<file path="src/sv/assert_macros.svh">
// Assertion macros for the decoder top level.
// Uses clk_i and rst_ni of the including module.
`ifndef ASSERT_MACROS_SVH
`define ASSERT_MACROS_SVH

// Check on every clock edge outside reset.
`define URLPD_ASSERT(label, prop, msg) \
  label: assert property (@(posedge clk_i) disable iff (!rst_ni) (prop)) else $error(msg);

// Check on every clock edge, reset included.
`define URLPD_ASSERT_ALWAYS(label, prop, msg) \
  label: assert property (@(posedge clk_i) (prop)) else $error(msg);

`endif

</file>
<file path="src/sv/urlpd_pkg.sv">
// Shared types, character constants and hex helpers for the URL percent decoder.
// No dependencies.
`timescale 1ns / 1ps

package urlpd_pkg;

  localparam int unsigned QueueDepth = 2;
  localparam int unsigned MaxResults = 3;

  localparam logic [7:0] CharPct   = 8'h25;
  localparam logic [7:0] CharNul   = 8'h00;
  localparam logic [7:0] CharZero  = 8'h30;
  localparam logic [7:0] CharNine  = 8'h39;
  localparam logic [7:0] CharUpA   = 8'h41;
  localparam logic [7:0] CharUpF   = 8'h46;
  localparam logic [7:0] CharLowA  = 8'h61;
  localparam logic [7:0] CharLowF  = 8'h66;
  localparam logic [7:0] DigitTen  = 8'd10;

  typedef enum logic [1:0] {
    PhIdle = 2'd0,
    PhPct  = 2'd1,
    PhDig  = 2'd2
  } phase_e;

  // One decoded run: up to three output bytes produced by one input word.
  typedef struct packed {
    logic [1:0]                  cnt;
    logic                        term;
    logic [MaxResults-1:0][7:0]  bytes;
  } job_t;

  function automatic logic is_hex(input logic [7:0] c);
    is_hex = ((c >= CharZero) && (c <= CharNine)) ||
             ((c >= CharLowA) && (c <= CharLowF)) ||
             ((c >= CharUpA)  && (c <= CharUpF));
  endfunction

  function automatic logic [3:0] hex_val(input logic [7:0] c);
    logic [7:0] u;
    logic [7:0] v;
    u = (c >= CharLowA) ? (c - (CharLowA - CharUpA)) : c;
    v = (u >= CharUpA) ? (u - (CharUpA - DigitTen)) : (u - CharZero);
    hex_val = v[3:0];
  endfunction

endpackage

</file>
<file path="src/sv/url_percent_decoder.sv">
// URL percent decoder top level: front end, run queue, back end.
// Depends on urlpd_pkg, urlpd_front, urlpd_queue, urlpd_back and assert_macros.svh.
//
// Input channel: in_valid_i / in_stall_o carry one encoded character per word
// (in_byte_i); a zero character ends the string. Output channel: out_valid_o /
// out_stall_i carry one decoded byte per word, with last_of_run_o on the final
// byte caused by an input word and string_end_o on the terminating zero.
// A "%hh" escape yields one byte on its second digit; a broken escape replays the
// percent sign (and held digit), then the breaking character if not a percent.
// The first byte of a run is registered in the run queue, which stores the accepted
// input word, and then in the output register, which the back end loads from it.
// One input word per cycle while each word makes at most one byte and the receiver
// does not stall; the back end drains one byte per cycle while not stalled. The run
// queue holds QueueDepth runs and the input stalls only while it is full.
// Reset clears the escape phase, the run queue and the output valid flag.
// While the receiver stalls, the output word holds, the queue fills and then
// in_stall_o rises.
`timescale 1ns / 1ps
`include "assert_macros.svh"

module url_percent_decoder #(
  parameter int unsigned QueueDepth = urlpd_pkg::QueueDepth
) (
  input  logic       clk_i,
  input  logic       rst_ni,
  input  logic       in_valid_i,
  output logic       in_stall_o,
  input  logic [7:0] in_byte_i,
  output logic       out_valid_o,
  input  logic       out_stall_i,
  output logic [7:0] out_byte_o,
  output logic       last_of_run_o,
  output logic       string_end_o
);

  urlpd_pkg::job_t job;
  urlpd_pkg::job_t head;
  logic            push;
  logic            pop;
  logic            q_full;
  logic            q_nonempty;
  logic            end_ok;
  logic            idle_in_reset;

  urlpd_front u_front (
    .clk_i      (clk_i),
    .rst_ni     (rst_ni),
    .in_valid_i (in_valid_i),
    .in_byte_i  (in_byte_i),
    .q_full_i   (q_full),
    .in_stall_o (in_stall_o),
    .push_o     (push),
    .job_o      (job)
  );

  urlpd_queue #(
    .Depth (QueueDepth)
  ) u_queue (
    .clk_i      (clk_i),
    .rst_ni     (rst_ni),
    .push_i     (push),
    .job_i      (job),
    .pop_i      (pop),
    .full_o     (q_full),
    .nonempty_o (q_nonempty),
    .head_o     (head)
  );

  urlpd_back u_back (
    .clk_i         (clk_i),
    .rst_ni        (rst_ni),
    .head_valid_i  (q_nonempty),
    .head_i        (head),
    .pop_o         (pop),
    .out_valid_o   (out_valid_o),
    .out_stall_i   (out_stall_i),
    .out_byte_o    (out_byte_o),
    .last_of_run_o (last_of_run_o),
    .string_end_o  (string_end_o)
  );

  assign end_ok = ~string_end_o | (last_of_run_o & (out_byte_o == urlpd_pkg::CharNul));
  // Flops may still be unknown at the first edge of reset
  assign idle_in_reset = (out_valid_o !== 1'b1) && (q_nonempty !== 1'b1);

  `URLPD_ASSERT(a_no_push_full, push |-> !q_full, "run pushed into full queue")
  `URLPD_ASSERT(a_no_pop_empty, pop |-> q_nonempty, "run popped from empty queue")
  `URLPD_ASSERT(a_end_is_last, out_valid_o |-> end_ok, "terminator not a zero closing its run")
  `URLPD_ASSERT_ALWAYS(a_reset_idle, !rst_ni |-> idle_in_reset, "output or queue busy in reset")

endmodule

</file>
<file path="src/sv/urlpd_front.sv">
// Front end: accepts input words, tracks the escape phase, builds result runs.
// Depends on urlpd_pkg.
`timescale 1ns / 1ps

module urlpd_front (
  input  logic              clk_i,
  input  logic              rst_ni,
  input  logic              in_valid_i,
  input  logic [7:0]        in_byte_i,
  input  logic              q_full_i,
  output logic              in_stall_o,
  output logic              push_o,
  output urlpd_pkg::job_t   job_o
);

  urlpd_pkg::phase_e phase_q, phase_d;
  logic [7:0]        held_q, held_d;
  logic              accept;
  logic              c_hex;
  logic              c_pct;
  logic              c_nul;

  assign in_stall_o = q_full_i;
  assign accept     = in_valid_i & ~q_full_i;
  assign c_hex      = urlpd_pkg::is_hex(in_byte_i);
  assign c_pct      = (in_byte_i == urlpd_pkg::CharPct);
  assign c_nul      = (in_byte_i == urlpd_pkg::CharNul);

  // Next phase
  always_comb begin
    phase_d = phase_q;
    held_d  = held_q;
    if (accept) begin
      unique case (phase_q)
        urlpd_pkg::PhPct: begin
          if (c_hex) begin
            phase_d = urlpd_pkg::PhDig;
            held_d  = in_byte_i;
          end else begin
            phase_d = c_pct ? urlpd_pkg::PhPct : urlpd_pkg::PhIdle;
          end
        end
        urlpd_pkg::PhDig: begin
          if (c_hex) begin
            phase_d = urlpd_pkg::PhIdle;
          end else begin
            phase_d = c_pct ? urlpd_pkg::PhPct : urlpd_pkg::PhIdle;
          end
        end
        default: begin
          phase_d = c_pct ? urlpd_pkg::PhPct : urlpd_pkg::PhIdle;
        end
      endcase
    end
  end

  // Result run for the current word
  always_comb begin
    job_o = '0;
    unique case (phase_q)
      urlpd_pkg::PhPct: begin
        if (!c_hex) begin
          job_o.bytes[0] = urlpd_pkg::CharPct;
          if (c_pct) begin
            job_o.cnt = 2'd1;
          end else begin
            job_o.bytes[1] = in_byte_i;
            job_o.cnt      = 2'd2;
            job_o.term     = c_nul;
          end
        end
      end
      urlpd_pkg::PhDig: begin
        if (c_hex) begin
          job_o.bytes[0] = {urlpd_pkg::hex_val(held_q), urlpd_pkg::hex_val(in_byte_i)};
          job_o.cnt      = 2'd1;
        end else begin
          job_o.bytes[0] = urlpd_pkg::CharPct;
          job_o.bytes[1] = held_q;
          if (c_pct) begin
            job_o.cnt = 2'd2;
          end else begin
            job_o.bytes[2] = in_byte_i;
            job_o.cnt      = 2'd3;
            job_o.term     = c_nul;
          end
        end
      end
      default: begin
        if (!c_pct) begin
          job_o.bytes[0] = in_byte_i;
          job_o.cnt      = 2'd1;
          job_o.term     = c_nul;
        end
      end
    endcase
  end

  // Drop runs with no result
  assign push_o = accept & (job_o.cnt != 2'd0);

  always_ff @(posedge clk_i or negedge rst_ni) begin
    if (!rst_ni) begin
      phase_q <= urlpd_pkg::PhIdle;
      held_q  <= '0;
    end else begin
      phase_q <= phase_d;
      held_q  <= held_d;
    end
  end

endmodule

</file>
<file path="src/sv/urlpd_queue.sv">
// Short queue of result runs between front end and back end.
// Depends on urlpd_pkg.
`timescale 1ns / 1ps

module urlpd_queue #(
  parameter int unsigned Depth = urlpd_pkg::QueueDepth
) (
  input  logic              clk_i,
  input  logic              rst_ni,
  input  logic              push_i,
  input  urlpd_pkg::job_t   job_i,
  input  logic              pop_i,
  output logic              full_o,
  output logic              nonempty_o,
  output urlpd_pkg::job_t   head_o
);

  localparam int unsigned PtrW = (Depth > 1) ? $clog2(Depth) : 1;
  localparam int unsigned CntW = $clog2(Depth + 1);
  localparam logic [PtrW-1:0] PtrLast = PtrW'(Depth - 1);
  localparam logic [CntW-1:0] CntFull = CntW'(Depth);

  urlpd_pkg::job_t  mem_q [Depth];
  logic [PtrW-1:0]  wr_ptr_q, wr_ptr_d;
  logic [PtrW-1:0]  rd_ptr_q, rd_ptr_d;
  logic [CntW-1:0]  count_q, count_d;

  assign full_o     = (count_q == CntFull);
  assign nonempty_o = (count_q != '0);
  assign head_o     = mem_q[rd_ptr_q];

  always_comb begin
    wr_ptr_d = wr_ptr_q;
    rd_ptr_d = rd_ptr_q;
    if (push_i) begin
      wr_ptr_d = (wr_ptr_q == PtrLast) ? '0 : wr_ptr_q + PtrW'(1);
    end
    if (pop_i) begin
      rd_ptr_d = (rd_ptr_q == PtrLast) ? '0 : rd_ptr_q + PtrW'(1);
    end
    unique case ({push_i, pop_i})
      2'b10:   count_d = count_q + CntW'(1);
      2'b01:   count_d = count_q - CntW'(1);
      default: count_d = count_q;
    endcase
  end

  always_ff @(posedge clk_i) begin
    if (push_i) begin
      mem_q[wr_ptr_q] <= job_i;
    end
  end

  always_ff @(posedge clk_i or negedge rst_ni) begin
    if (!rst_ni) begin
      wr_ptr_q <= '0;
      rd_ptr_q <= '0;
      count_q  <= '0;
    end else begin
      wr_ptr_q <= wr_ptr_d;
      rd_ptr_q <= rd_ptr_d;
      count_q  <= count_d;
    end
  end

endmodule

</file>
<file path="src/sv/urlpd_back.sv">
// Back end: walks the head run one byte per cycle, unless stalled, into the output register.
// Depends on urlpd_pkg.
`timescale 1ns / 1ps

module urlpd_back (
  input  logic              clk_i,
  input  logic              rst_ni,
  input  logic              head_valid_i,
  input  urlpd_pkg::job_t   head_i,
  output logic              pop_o,
  output logic              out_valid_o,
  input  logic              out_stall_i,
  output logic [7:0]        out_byte_o,
  output logic              last_of_run_o,
  output logic              string_end_o
);

  logic [1:0] idx_q, idx_d;
  logic       out_valid_q, out_valid_d;
  logic [7:0] byte_q;
  logic       last_q;
  logic       end_q;
  logic       load;
  logic       is_last;

  assign load    = head_valid_i & (~out_valid_q | ~out_stall_i);
  assign is_last = (idx_q == (head_i.cnt - 2'd1));
  assign pop_o   = load & is_last;

  always_comb begin
    idx_d       = idx_q;
    out_valid_d = out_valid_q;
    if (load) begin
      out_valid_d = 1'b1;
      idx_d       = is_last ? 2'd0 : idx_q + 2'd1;
    end else if (!out_stall_i) begin
      out_valid_d = 1'b0;
    end
  end

  always_ff @(posedge clk_i or negedge rst_ni) begin
    if (!rst_ni) begin
      idx_q       <= '0;
      out_valid_q <= 1'b0;
    end else begin
      idx_q       <= idx_d;
      out_valid_q <= out_valid_d;
    end
  end

  // Hold payload while stalled
  always_ff @(posedge clk_i) begin
    if (load) begin
      byte_q <= head_i.bytes[idx_q];
      last_q <= is_last;
      end_q  <= is_last & head_i.term;
    end
  end

  assign out_valid_o   = out_valid_q;
  assign out_byte_o    = byte_q;
  assign last_of_run_o = last_q;
  assign string_end_o  = end_q;

endmodule

</file>
<file path="config.mk">
export PLATFORM = sky130hd
export DESIGN_NAME = url_percent_decoder
export DESIGN_NICKNAME = d
export VERILOG_FILES = /design/src/sv/urlpd_pkg.sv /design/src/sv/url_percent_decoder.sv /design/src/sv/urlpd_front.sv /design/src/sv/urlpd_queue.sv /design/src/sv/urlpd_back.sv
export VERILOG_INCLUDE_DIRS = /design/src /design/src/sv
export SDC_FILE = /design/constraint.sdc
export NUM_CORES = 1
export LEC_CHECK = 0
export ABC_AREA = 1
export BUFFER_PORTS_ARGS = -buffer_cell sky130_fd_sc_hd__clkbuf_2
export CAP_MARGIN = 20
export CORE_MARGIN = 4
export CORE_UTILIZATION = 38
export CTS_BUF_LIST = sky130_fd_sc_hd__clkbuf_4 sky130_fd_sc_hd__clkbuf_8
export DETAILED_ROUTE_END_ITERATION = 7
export HOLD_SLACK_MARGIN = 0.15
export RECOVER_POWER = 50
export SYNTH_ARGS = -nofsm -noshare
export SYNTH_HDL_FRONTEND = slang
export SYNTH_SLANG_ARGS = --single-unit
</file>
<file path="constraint.sdc">
create_clock -name clk_i -period 8.98 [get_ports clk_i]
set_input_delay 0.898 -clock clk_i [delete_from_list [all_inputs] [get_ports clk_i]]
set_output_delay 0.898 -clock clk_i [all_outputs]
set_load 0.01 [all_outputs]
</file>
==> results of run 1 <==
-- state kept, by name (all words and copies together), names as in the netlist --
name,flops
u_queue.rd_ptr_q,1
u_back.last_of_run_o,1
u_front.phase_q,2
u_back.string_end_o,1
u_queue.mem_q,54
u_back.idx_q,2
u_back.out_byte_o,8
u_front.held_q,8
u_queue.wr_ptr_q,1
u_queue.count_q,2
u_back.out_valid_o,1
-- cell families (layout without fill, tap and decap cells) --
| family | count (synthesis) | in the layout | share of synthesized area, % |
|---|---|---|---|
| AOI/OAI and AO/OA | 76 | 76 | 10.5 |
| xor gates and xnor gates | 10 | 10 | 2.15 |
| adders and majority gates | 14 | 14 | 4.31 |
| buffers and inverters | 57 | 88 | 5.66 |
| DFF | 81 | 81 | 57.7 |
| muxes | 1 | 1 | 0.246 |
| and+or+nand+nor | 186 | 186 | 19.4 |
-- layer usage --
metal  part of all wire (%)  wire [um]
met1                     48       4350
met2                     46       4190
met3                    4.6        423
met4                    1.8        165
met5                      0          0
-- power by group --
part / internal (W) / leakage [nW] / switching [W]
Sequential: 0.000533 / 0.817 / 0.0000423
Combinational: 0.000113 / 0.879 / 0.000247
Clock: 0.000161 / 0.111 / 0.000140
Total: 0.000808 / 1.81 / 0.000429
-- layout make-up --
cell class | count | area (sq um) | area share [%]
clock inverter | 6 | 90.1 | 2.01
sequential | 81 | 2350 | 52.4
inverter | 46 | 174 | 3.88
clock buffer | 10 | 131 | 2.93
tap | 136 | 170 | 3.80
timing repair buffer | 26 | 111 | 2.49
multi-input combinational | 287 | 1460 | 32.5
-- synth_stat cells, types with 3 or more instances --
cell,number
a21oi_1,16
clkbuf_1,7
clkinv_1,3
dfrtp_1,17
edfxtp_1,64
ha_1,14
inv_1,39
inv_2,3
nand2_1,82
nand2_2,7
nand3_1,15
nor2_1,70
nor3_1,4
o21ai_0,43
o22ai_1,4
o32ai_1,8
xor2_1,8
-- how the worst max path moves through the flow --
stage,cells past startpoint,end
after detailed placement,16,u_queue.mem_q[0][22]
after CTS,16,u_queue.mem_q[0][15]
final,16,u_queue.mem_q[0][4]
after global placement,16,u_queue.mem_q[0][22]
after floorplan,15,u_queue.mem_q[1][0]
after global routing,16,u_queue.mem_q[0][4]
-- metrics by stage --
stage                     std cells  power [W]  area, sq um  setup slack, ps  hold slack (ps)
after global placement          576   0.000953         4320             5330              464
final                           592    0.00124         4480             4660              492
after detailed placement        576   0.000961         4320             5260              474
after global routing            592    0.00133         4480             4240              547
after floorplan                 425   0.000840         4070             5280              442
after CTS                       592    0.00126         4550             5620              472
-- critical path, cell delays in order --
cell        delay [ps]
clkbuf_1           290
inv_1              160
ha_1               260
o21ai_0            160
nand2_1             60
nand2_1             50
nand2_1             50
nand2_1             70
nand3_1            160
nor2_1             460
clkinvlp_2         460
nand2_2            150
nand2_1             90
nand2_2             80
nand3_1             80
inv_1              770
==> results_dict.tcl, run 1 <==
set metrics [dict create \
    outcome "complete, no violations" \
    grt_pass1_vias 3003 \
    ys_seq_area_share_pct 57.7 \
    cts_root_buf "clkbuf_8" \
    drive_above_1_share_pct 8.33 \
    die_y_um 111 \
    synthDistinctLibCells 33 \
    hpwl_mm 6.57 \
    via_per_inst 5.08 \
    fillers 1022 \
    clk_pin_slew_ps 90 \
    numCtsBuffers 9 \
    fin_setup_tns_ps 0 \
    clkLatencyLatePin_ps 350 \
    fin_worst_skew_ps 21.1 \
    postCtsSetupBuffers 0 \
    drtAntennaViolNets 0 \
    clock_path_buffers 2 \
    cp.required_ps 8940 \
    grt_pass1_wl_mm 15.2 \
    vias 3006 \
    dr.pass1.iters 4 \
    synth_top_area_cell "edfxtp_1" \
    finalMaxSlewViolations 0 \
    holdPathStages 2 \
    final_hold_viol_count 0 \
    nets 477 \
    startpoint_type "input pin" \
    cts.sinks 81 \
    grt_use_met3_pct 3.10 \
    worstPathMaxFanout 27 \
    critPathLaunch "in_byte_i[0]" \
    dieArea_sq_um 12400 \
    setup_viol 0 \
    die_w_um 111 \
    p_leak_nw 1.81 \
    rsz0062_at_grt "false" \
    grt_antenna_before_repair 0 \
    core_area_sq_um 10400 \
    cts_tree "built" \
    syn-num-nets 451 \
    synth_ff_type "edfxtp_1" \
    routedWlPerCell_um 15.4 \
    grt_use_met1_pct 21.3 \
    mostFrequentLayoutCells "nand2_1, nor2_1, edfxtp_1" \
    tightestPinTransition_ps 1240 \
    r2r_end "u_queue.mem_q[0][4]" \
    gp_congestion 0.945 \
    power.density_nw_per_um2 276 \
    worst-r2r-cell-count 10 \
    area_growth_pct 10.1 \
    ys_warn_count 0 \
    avgSynthCellArea_sq_um 9.57 \
    finish.utilization_pct 43.2 \
    htree_levels 3 \
    worstPathArrival_ps 4280 \
    ios 24 \
    path_class "input pin to flop" \
    core.rowCount 37 \
    num_antenna_cells 0 \
    busiest_layer "met2" \
    cap_viol_max_count 0 \
    synth_top_area_share_pct 47.2 \
    grtUsageTotal_pct 15.3 \
    whs_endpoint "u_queue.wr_ptr_q" \
    hold_buffers 0 \
    endpoint_kind "flop" \
    grt_max_degree 30 \
    layout_commonest_cell "nand2_1" \
    relSlewSlack_pct 17.6 \
    ir_drop_v 0.000108 \
    synthArstFlopShare_pct 21.0 \
    route.detailed.drc 0 \
    yosys-top-cells-area "edfxtp_1, dfrtp_1, nand2_1" \
    grt_overflow 0 \
    hp-start "u_queue.wr_ptr_q" \
    portBuffers 23 \
    syn_area_sq_um 4070 \
    use_met2_pct 23.6 \
    max_freq_mhz 231 \
    start_util_pct 39.2 \
    ys_ff_latch 81 \
    finalCritPeriodShare_pct 48.2 \
    ff2ff_setup_slack_ps 5620 \
    post_cts_resized 0 \
    min_period_ps 4320 \
    synth_edf_count 64 \
    reg2reg_from "u_front.phase_q[0]" \
    hold_class "flop to flop" \
    syn_inst 425 \
    drt_iter0_drc 236 \
    routed_wl_mm 9.13 \
]
No activity file was read; power rests on OpenSTA's default activity.
==> run 2: changes to the inputs <==
Clock period 8.98 ns to 4.4 ns, I/O delays scaled along.
==> results_dict.tcl, run 2 (synthesis results as in run 1) <==
set metrics [dict create \
    stdcell_count 594 \
    htree_levels 3 \
    vias 3026 \
    finalCritPeriodShare_pct 72.8 \
    ff2ff_setup_slack_ps 1200 \
    grt_max_degree 30 \
    grtUsageTotal_pct 15.2 \
    grt_pass1_vias 2979 \
    place_inst 577 \
    finalMaxSlewViolations 0 \
    setup_ws_ps 1200 \
    busiest_layer "met2" \
    hpwl_mm 6.58 \
    top_register "u_queue.mem_q" \
    grt_use_met1_pct 21.2 \
    switching_share_pct 36.1 \
    grt_use_met3_pct 3.64 \
    reg2reg_from "u_queue.rd_ptr_q" \
    place_ws_ps 1510 \
    num_antenna_cells 0 \
    endpoint_kind "flop" \
    r2r_end "u_queue.count_q[1]" \
    numCtsBuffers 9 \
    ir_drop_v 0.000211 \
    drt_iter0_drc 207 \
    area_growth_pct 9.69 \
    worstPathArrival_ps 3430 \
    clkLatencyLatePin_ps 340 \
    nets 479 \
    die_y_um 111 \
    dieArea_sq_um 12400 \
    cp.required_ps 4620 \
    pwr-share-comb_pct 31.0 \
    grt_overflow 0 \
    fin_setup_tns_ps 0 \
    cts_tree "built" \
    path_class "flop to flop" \
    gp_congestion 0.956 \
    hp-start "out_stall_i" \
    drive_above_1_share_pct 8.73 \
    start_util_pct 39.2 \
    final_hold_viol_count 0 \
    p_clk_share_pct 20.1 \
    largest_register_ffs 54 \
    via_per_inst 5.09 \
    use_met2_pct 23.7 \
    tightestPinTransition_ps 1200 \
    finish.utilization_pct 43.0 \
    mostFrequentLayoutCells "nand2_1, nor2_1, edfxtp_1" \
    grt_antenna_before_repair 0 \
    min_period_ps 3200 \
    power.density_nw_per_um2 538 \
    cts_root_buf "clkbuf_8" \
    fin_worst_skew_ps 12.7 \
    outcome "complete, no violations" \
    internal-power_w 0.00153 \
    clk_pin_slew_ps 90 \
    cap_viol_max_count 0 \
    route.detailed.drc 0 \
    p_sw_w 0.000867 \
    routedWlPerCell_um 15.1 \
    whs_endpoint "u_back.out_valid_o" \
    relSlewSlack_pct 19.7 \
    clock_path_buffers 2 \
    p_leak_nw 1.80 \
    cts.sinks 81 \
    grt_pass1_wl_mm 15.2 \
    portBuffers 23 \
    hold_class "input pin to flop" \
    worst-r2r-cell-count 14 \
    die_w_um 111 \
    startpoint_type "flop" \
    ios 24 \
    routed_wl_mm 9.00 \
    post_cts_resized 0 \
    worstPathMaxFanout 29 \
    seqPwrFrac_pct 49.0 \
    holdPathStages 3 \
    core_area_sq_um 10400 \
    dr.pass1.iters 5 \
    setup_viol 0 \
    rsz0062_at_grt "false" \
    core.rowCount 37 \
    drtAntennaViolNets 0 \
    layout_commonest_cell "nand2_1" \
    max_freq_mhz 312 \
]
==> run 2: layer usage <==
| layer | share of wire, % | wire length [um] | vias to the layer above |
|---|---|---|---|
| met1 | 46 | 4130 | 1428 |
| li1 | - | - | 1481 |
| met3 | 5.6 | 502 | 14 |
| met4 | 1.9 | 173 | 0 |
| met2 | 47 | 4190 | 103 |
| met5 | 0 | 0 | - |
==> run 2: stage by stage <==
| step | total power, W | hold WS (ps) | instance area [sq um] |
|---|---|---|---|
| floorplan | 0.00171 | 144 | 4070 |
| global placement | 0.00194 | 395 | 4330 |
| detailed placement | 0.00197 | 409 | 4330 |
| CTS | 0.00245 | 299 | 4520 |
| global route | 0.00259 | 323 | 4460 |
| finish | 0.00240 | 310 | 4460 |
==> run 2: critical path, stage by stage (launching register included) <==
cell      delay, ps
dfrtp_1         370
buf_4           230
clkinv_1         70
clkbuf_1        880
nand2_1         110
nand2_1         120
xor2_1          190
inv_1            50
o21ai_0          70
nand2_1         130
nor2_1          210
ha_1            290
a21oi_1         110
o21ai_0         110
xor2_1          150
==> run 2: power by group through the flow <==
stage               logic (W)  registers [W]  clock network (W)
detailed placement   0.000774        0.00119                  0
CTS                  0.000777        0.00118           0.000495
finish               0.000743        0.00118           0.000482
floorplan            0.000524        0.00119                  0
global placement     0.000756        0.00119                  0
global route         0.000856        0.00120           0.000533
==> run 2: final cells by class <==
type	count	area [sq um]
fillers	1017	5910
flip-flops and latches	81	2350
multi-input cells	287	1460
inverters	46	175
well taps	136	170
repair buffers	28	134
clock buffers	9	124
clock inverters	7	52.6
==> run 2: worst max path at each step <==
stage                                start             endpoint  slack (ps)  cells past startpoint
after global placement        in_byte_i[0]   u_queue.count_q[1]        1590                     19
final                     u_queue.rd_ptr_q   u_queue.count_q[1]        1200                     14
after global routing      u_queue.rd_ptr_q   u_queue.count_q[1]         760                     14
after detailed placement      in_byte_i[0]   u_queue.count_q[1]        1510                     19
after floorplan               in_byte_i[0]  u_queue.mem_q[1][0]        1150                     15
after CTS                 u_queue.rd_ptr_q   u_queue.count_q[1]        1820                     14
==> run 2: what timing repair did <==
action / in CTS / in global routing
hold buffers: 1 / 0
setup buffers: 0 / 0
hold endpoints to repair: 17 / 0
==> run 3: changes to the inputs <==
Settings changed: ABC_AREA 1 to 0.
Clock period 4.4 ns to 2.6 ns, I/O delays scaled along.
==> results_dict.tcl, run 3 <==
set metrics [dict create \
    avgSynthCellArea_sq_um 13.2 \
    hpwl_mm 6.03 \
    worstPathArrival_ps 2670 \
    nets 380 \
    top_register "u_queue.mem_q" \
    grt_pass1_wl_mm 13.4 \
    portBuffers 23 \
    ys_warn_count 0 \
    core_area_sq_um 10400 \
    drtAntennaViolNets 0 \
    grt_overflow 0 \
    setup_viol 0 \
    layout_commonest_cell "edfxtp_1" \
    max_freq_mhz 410 \
    fillers 969 \
    worstPathCellList "clkbuf_1 > inv_1 > ha_1 > or3b_1 > a211oi_4 > o21ai_4 > clkbuf_1 > nor2_1 > nor3_4 > mux2_4" \
    cap_viol_max_count 0 \
    grtUsageTotal_pct 13.6 \
    endpoint_kind "flop" \
    ys_seq_area_share_pct 57.5 \
    dr.pass1.iters 4 \
    worstPathMaxFanout 9 \
    drive_above_1_share_pct 22.3 \
    p_leak_nw 1.84 \
    tightestPinTransition_ps 1010 \
    clk_pin_slew_ps 80 \
    grt_antenna_before_repair 0 \
    grt_pass1_vias 2548 \
    synth_top_area_share_pct 47.1 \
    multi_input_area_sq_um 1570 \
    slowest_delay_ps 510 \
    path_class "input pin to flop" \
    clock_path_buffers 2 \
    ys_ff_latch 81 \
    setup_ws_ps 158 \
    startpoint_type "input pin" \
    via_per_inst 5.27 \
    power.density_nw_per_um2 866 \
    finalMaxSlewViolations 0 \
    numCtsBuffers 9 \
    area_growth_pct 16.3 \
    synth_ff_type "edfxtp_1" \
    finalCritPeriodShare_pct 93.9 \
    largest_register_ffs 54 \
    clkLatencyLatePin_ps 340 \
    place_ws_ps -85.0 \
    synthDistinctLibCells 63 \
    outcome "complete, no violations" \
    route.detailed.drc 0 \
    die_w_um 112 \
    drt_iter0_drc 245 \
    fin_setup_tns_ps 0 \
    synthArstFlopShare_pct 21.0 \
    final_hold_viol_count 0 \
    die_y_um 112 \
    relSlewSlack_pct 32.8 \
    start_util_pct 39.4 \
    syn-num-nets 335 \
    synthTopCellsByCount "edfxtp_1, inv_1, nor2_1, mux2i_1, dfrtp_1" \
    ir_drop_v 0.000309 \
    ios 24 \
    min_period_ps 2440 \
    syn_area_sq_um 4080 \
    vias 2610 \
    yosysMostFrequentCell "edfxtp_1" \
    cts.sinks 81 \
    critical-path-top-delay-family "simple AND/OR/NAND/NOR gates" \
    dieArea_sq_um 12500 \
    grt_max_degree 28 \
    synth_top_area_cell "edfxtp_1" \
    ff_latch_area_sq_um 2350 \
    slowest_stage "nor2_1" \
    cp.required_ps 2830 \
    core.rowCount 37 \
    path_buf_inv 3 \
    routedWlPerCell_um 16.6 \
    fin_worst_skew_ps 8.25 \
    routed_wl_mm 8.24 \
    rsz0062_at_grt "false" \
    yosys-top-cells-area "edfxtp_1, dfrtp_1, mux2i_1" \
    mostFrequentLayoutCells "edfxtp_1, inv_1, buf_4" \
    hold_class "input pin to flop" \
    cts_tree "built" \
    htree_levels 3 \
    num_antenna_cells 0 \
    gp_congestion 0.854 \
    critPathMostFrequentCell "clkbuf_1" \
    synth_edf_count 64 \
    syn_inst 309 \
    cts_root_buf "clkbuf_8" \
]
## run 3: changes by cell type in the layout (fill, tap and decap cells not counted), sizes merged, moves of 7 or more
cell,before,now
nor2,72,22
a21oi,16,8
inv,45,30
nand2,89,16
o32ai,8,0
o21ai,43,8
and3,0,8
nand3,16,6
mux2i,1,19
o31ai,0,7
mux4,0,8
buf,3,24
## run 3: final timing paths
path	from	to	slack [ps]	cells after the start
worst min register to register	u_back.out_valid_o	u_back.out_valid_o	480	2
min in group asynchronous	rst_ni	u_back.idx_q[0]	600	2
worst min-delay path	in_byte_i[2]	u_front.held_q[2]	270	2
worst max-delay path	in_byte_i[0]	u_front.held_q[4]	160	10
worst max register to register	u_front.held_q[5]	u_queue.mem_q[1][5]	160	7
max in group asynchronous	rst_ni	u_queue.wr_ptr_q	1390	2
## run 3: area by class of cell
cell class | instances | share of cell area [%]
tap | 136 | 3.59
inverter | 28 | 2.32
multi-input combinational | 183 | 33.0
clock inverter | 6 | 1.90
sequential | 81 | 49.5
timing repair buffer | 51 | 6.99
clock buffer | 10 | 2.77
## run 3: metal layers
| layer | vias to the layer above | GRT usage (%) | part of all wire, % | routed length [um] |
|---|---|---|---|---|
| met5 | - | 0 | 0 | 0 |
| met4 | 0 | 4.46 | 0.96 | 79 |
| met3 | 6 | 2.72 | 4.5 | 370 |
| met2 | 74 | 22.2 | 49 | 4030 |
| met1 | 1282 | 18.3 | 46 | 3760 |
| li1 | 1248 | - | - | - |
## run 3: kinds of logic after synthesis
group | synth area share (%)
buffers and inverters | 4.97
adders and majority gates | 4.29
DFF | 57.5
AOI/OAI and AO/OA | 10.6
muxes | 10.2
xor gates and xnor gates | 2.15
and+or+nand+nor | 10.3
## run 3: where the power goes
| part | switching, W | internal [W] | total, W |
|---|---|---|---|
| registers | 0.000117 | 0.00180 | 0.00192 |
| logic | 0.000665 | 0.000506 | 0.00117 |
| clock network | 0.000463 | 0.000557 | 0.00102 |
| total | 0.00124 | 0.00287 | 0.00411 |
## run 3: what timing repair did
action | 4_1_cts | 5_1_grt
setup endpoints to repair | 0 | 6
hold buffers | 2 | 0
hold endpoints to repair | 18 | 0
gates resized for setup | 0 | 2
setup buffers | 0 | 0
## run 3: metrics by stage
stage / hold slack, ps / util [%] / cell area [sq um] / std cells / power, W
4_1_cts: 254 / 46.2 / 4790 / 495 / 0.00420
2_1_floorplan: -35.6 / - / 4150 / 309 / 0.00279
5_1_grt: 275 / 45.8 / 4750 / 495 / 0.00438
3_3_place_gp: 235 / 43.8 / 4550 / 477 / 0.00316
6_report: 271 / 45.8 / 4750 / 495 / 0.00411
3_5_place_dp: 236 / 43.8 / 4550 / 477 / 0.00318
